### src/rtl/next_fit_page_allocator_unit_defines.svh
// Assertion macros for the page allocator
`ifndef NEXT_FIT_PAGE_ALLOCATOR_UNIT_DEFINES_SVH
`define NEXT_FIT_PAGE_ALLOCATOR_UNIT_DEFINES_SVH
`ifndef ASSERT_OFF
`define NFPA_ASSERT(label, clk, rst_n, prop, msg) \
    label: assert property (@(posedge clk) disable iff (!rst_n) (prop)) else $error(msg);
`define NFPA_ASSERT_NR(label, clk, prop, msg) \
    label: assert property (@(posedge clk) (prop)) else $error(msg);
`else
`define NFPA_ASSERT(label, clk, rst_n, prop, msg)
`define NFPA_ASSERT_NR(label, clk, prop, msg)
`endif
`endif

### src/rtl/nfpa_pkg.sv
`timescale 1ns / 1ps
// ----------------------------------------------------------------------------
// nfpa_pkg
// Types and constants shared by the page allocator modules.
// ----------------------------------------------------------------------------
package nfpa_pkg;
    localparam int HEAP_PAGES = 1024;
    localparam int PAGE_BYTES = 4096;
    localparam int PAGE_W     = $clog2(HEAP_PAGES);
    localparam int CNT_W      = $clog2(HEAP_PAGES + 1);
    localparam int SHIFT_W    = $clog2(PAGE_BYTES);

    localparam logic [1:0] ST_ALLOCATED    = 2'd0;
    localparam logic [1:0] ST_ALLOC_FAIL   = 2'd1;
    localparam logic [1:0] ST_FREED        = 2'd2;
    localparam logic [1:0] ST_FREE_IGNORED = 2'd3;

    localparam logic OP_ALLOC = 1'b0;
    localparam logic OP_FREE  = 1'b1;

    typedef enum logic [3:0] {
        S_IDLE, S_SCAN, S_MARK, S_FIND, S_LAST, S_MOVE, S_CLEAR, S_DONE
    } state_t;

    // bitmap port request
    typedef struct packed {
        logic              we;
        logic [PAGE_W-1:0] addr;
        logic              wdata;
    } bm_req_t;

    // record port request
    typedef struct packed {
        logic              we;
        logic [PAGE_W-1:0] waddr;
        logic [PAGE_W-1:0] wbase;
        logic [CNT_W-1:0]  wlen;
        logic [PAGE_W-1:0] raddr;
    } rec_req_t;
endpackage

### src/rtl/nfpa_bitmap_ram.sv
`timescale 1ns / 1ps
// ----------------------------------------------------------------------------
// nfpa_bitmap_ram
// Used-page bitmap, one bit per page, registered read, cleared by a sweep.
// ----------------------------------------------------------------------------
module nfpa_bitmap_ram
    import nfpa_pkg::*;
(
    input  logic    clk,
    input  bm_req_t req,
    output logic    rdata
);
    logic mem [HEAP_PAGES];

    always_ff @(posedge clk)
    begin
        if (req.we)
            mem[req.addr] <= req.wdata;
        rdata <= mem[req.addr];
    end
endmodule

### config.mk
export PLATFORM = sky130hd
export DESIGN_NAME = nfpa_bitmap_ram
export DESIGN_NICKNAME = d
export VERILOG_FILES = /design/src/rtl/next_fit_page_allocator_unit_defines.svh /design/src/rtl/nfpa_pkg.sv /design/src/rtl/nfpa_bitmap_ram.sv
export SDC_FILE = /design/constraint.sdc
export NUM_CORES = 1
export LEC_CHECK = 0
export ABC_AREA = 1
export ABC_CLOCK_PERIOD_IN_PS = 3100
export BUFFER_PORTS_ARGS = -buffer_cell sky130_fd_sc_hd__buf_2
export CAP_MARGIN = 20
export CORE_MARGIN = 5
export CORE_UTILIZATION = 59
export DETAILED_ROUTE_END_ITERATION = 6
export HOLD_SLACK_MARGIN = 0.02
export PLACE_DENSITY = 0.75
export SYNTH_ARGS = -nofsm -noshare
export SYNTH_HDL_FRONTEND = slang
export SYNTH_SLANG_ARGS = --single-unit
### constraint.sdc
create_clock -name clk -period 3.1 [get_ports clk]
set_input_delay 0.93 -clock clk [delete_from_list [all_inputs] [get_ports clk]]
set_output_delay 0.93 -clock clk [all_outputs]
set_load 0.1 [all_outputs]
==> reports/qor.txt <==
Outcome: finished, final reports clean
Worst Tran Pin Value: 0.9123 ns
Post-DP HPWL: 68990 um
Crit-path max FO: 71
Commonest register cell after synthesis: edfxtp_1
I/O pins: 14
Most frequent cell after synthesis: nand2_1
FF/Latch Area: 30770 um^2
RSZ-0062 raised after global routing: no
Largest stage delay, worst path: 0.49 ns
Rows: 102
Clk sinks: 1025
Pin count of the biggest net entering global routing: 181
# Max-Cap Violations: 0
Crit path required time: 3.66 ns
Pleak: 18.52 nW
Critical path type: input port to flop
Tot GR Track Use: 0.3010
Vias in the first global route: 33770
Worst path arrival time: 3.28 ns
Cell Chain, Critical Path: buf_8, inv_8, buf_12, nand2_1, nand2_1, nand2_1, nand2_1, nand2_1, nand2_1, nor2_1, nand2_1, nand2_1, nand2_1, o21ai_1, nand2_1, nor2_1, nand2_1
Power Density: 568.8 nW/um^2
Fmax: 367.9 MHz
Post-synth top cells: nand2_1, nor2_1, edfxtp_1, nand3_1, clkbuf_1
Setup Fix Bufs, Post-CTS: 0
Cell Area, Synth: 46300 um^2
RD Place Congestion: 0.8704
Synth Area in Compound Gates: 0.0008648
Startpoint types: input port
Busiest layer in global routing: met2
Final TNS setup: 0 ns
Netlist cell types: 19
Syn Area/Cell: 9.484 um^2
CP endpoint kind: flop
Number of synthesized flops with an enable pin: 1024
TritonCTS clock tree: done
Starting Density: 0.5967
Area contributors post-synth: edfxtp_1, nand2_1, nor2_1, nand3_1, clkbuf_1
Largest family of logic cells by synthesized area: simple AND/OR/NAND/NOR gates
Die width: 290.1 um
Synth top area share: 0.6641
Final WL: 129600 um
Adder-Cell Fraction of Synth Area: 0
Initial antenna violation count: 1
H-tree depth: 3
Synth Instances: 4882
DRC: 0
Final Max Tran Viols: 0
Initial DRC Count: 4582
Fin. Hold Viols: 0
Footprint of the multi-input gates: 13830 um^2
Mux share of post-synthesis cell area: 0
First-pass GRT wire length: 196100 um
Hold Crit Class: input port to flop
Seq cells post-synth: 1025
Family with the most delay on the worst path: simple AND/OR/NAND/NOR gates
Post-synth top area cell: edfxtp_1
Xor and xnor area share after synthesis: 0
Share of post-route cells with drive strength above 1: 0.08482
Syn nets: 4895
DR pass1 iterations: 6
Cts repair resizes: 0
# setup viols final: 0
Placed Instances: 5743
Min cycle time layout: 2.718 ns
Post-cts hold buffer count: 0
Setup Skew: 0.01940 ns
Worst path bufs/invs: 3
Remaining global-route overflow: 0
Maximum root-to-sink buffer count: 3
Fin cells: 5935
Clock latency on the worst-skew pair: 0.68 ns
Post-synthesis simple-gate area fraction: 0.2959
Met1 usage: 0.3997
Nets: 4821
Worst-path clk slew: 0.06 ns
WL/cell: 21.83 um
Most frequent CP cell: nand2_1
Fraction of registers with async set/reset: 0
Filler cells: 5870
Die H: 290.1 um
M3 GR Usage: 0.06416
Peak VDD IR: 0.0004375 V
Register area share after synthesis: 0.6646
Slowest stage cell, crit path: o21ai_1
Core area: 77590 um^2
IO Port Bufs: 13
Met2 usage: 0.4863
Final worst path period share: 0.8768
CTS buffer count: 103
Final ANT Viol Nets: 0
Die ar.: 84180 um^2
Layout overhead on the synthesized area: 12.03%
Clk root buf: clkbuf_16
Slew headroom: 0.3918
Via count: 35280
Avg Vias per Cell: 5.944
Yosys Warn Count: 0
-- flip-flops by register name (all words and copies together) (netlist names) --
signal  flops
mem      1024
rdata       1
-- cells by family after synthesis --
kind of cell,Yosys count
buffers and inverters,432
and+or+nand+nor,3417
AOI/OAI and AO/OA,8
DFF,1025
-- where the power goes --
part	switching, W	internal, W	leakage, nW
sequential	0.00000565	0.0152	9.21
clock	0.00527	0.00717	1.63
combinational	0.00133	0.000478	7.68
total	0.00661	0.0229	18.5
-- metrics by stage --
| step | hold WS, ns | setup slack [ns] | utilization | total power, W | area [um^2] |
|---|---|---|---|---|---|
| floorplan | 0.8229 | 0.4299 | - | 0.01649 | 46300 |
| global placement | 0.9314 | -0.1453 | 0.6251 | 0.01729 | 48510 |
| global route | 0.7803 | 0.2429 | 0.6684 | 0.03032 | 51860 |
| CTS | 0.7594 | 0.5360 | 0.6684 | 0.02954 | 51860 |
| detailed placement | 0.9396 | -0.1580 | 0.6251 | 0.01731 | 48510 |
| finish | 0.7567 | 0.3820 | 0.6685 | 0.02951 | 51870 |
-- cells in the final DEF (no fill, tap or decap) --
cell           n
bufinv_16     11
clkbuf_1      19
clkbuf_8       4
edfxtp_1    1024
clkinv_16      1
nand3_2        7
nor2_2        11
buf_4        134
nor2_4         2
inv_8          2
buf_12        67
o21ai_1        8
clkinvlp_4     6
buf_8          3
clkinv_2      16
buf_2         10
nand2_2       17
diode_2        2
inv_16         1
nand4_1      135
inv_1         28
nand2_1     1829
nor2_1      1085
nor3_2         1
inv_2          7
nor3_1        22
clkbuf_16    104
clkinv_1      26
inv_6          4
dfxtp_1        1
nand3_1      301
nor3_4         7
-- area by class of cell --
class / count / area share
antenna: 2 / 0.00009649
clock inverter: 63 / 0.01216
tap: 1040 / 0.02509
timing repair buffer: 214 / 0.04709
clock buffer: 127 / 0.05261
inverter: 39 / 0.003112
multi-input combinational: 3425 / 0.2666
sequential: 1025 / 0.5932
-- path summary, 6_finish.rpt --
path / from / to / slack (ns) / cells past startpoint
worst max-delay path: req[1] / rdata$_DFF_P_ / 0.38 / 17
worst min-delay path: req[0] / mem[229]$_DFFE_PP_ / 0.76 / 1
worst max register to register: mem[923]$_DFFE_PP_ / rdata$_DFF_P_ / 1.01 / 14
worst min register to register: mem[666]$_DFFE_PP_ / rdata$_DFF_P_ / 0.97 / 12
-- per-layer routing --
metal  wire (um)  vias up
li1            -    15870
met1       47160    16840
met2       60140     2190
met3       16340      384
met4        5918        0
met5           0        -
Power figures use the tool's default switching activity.
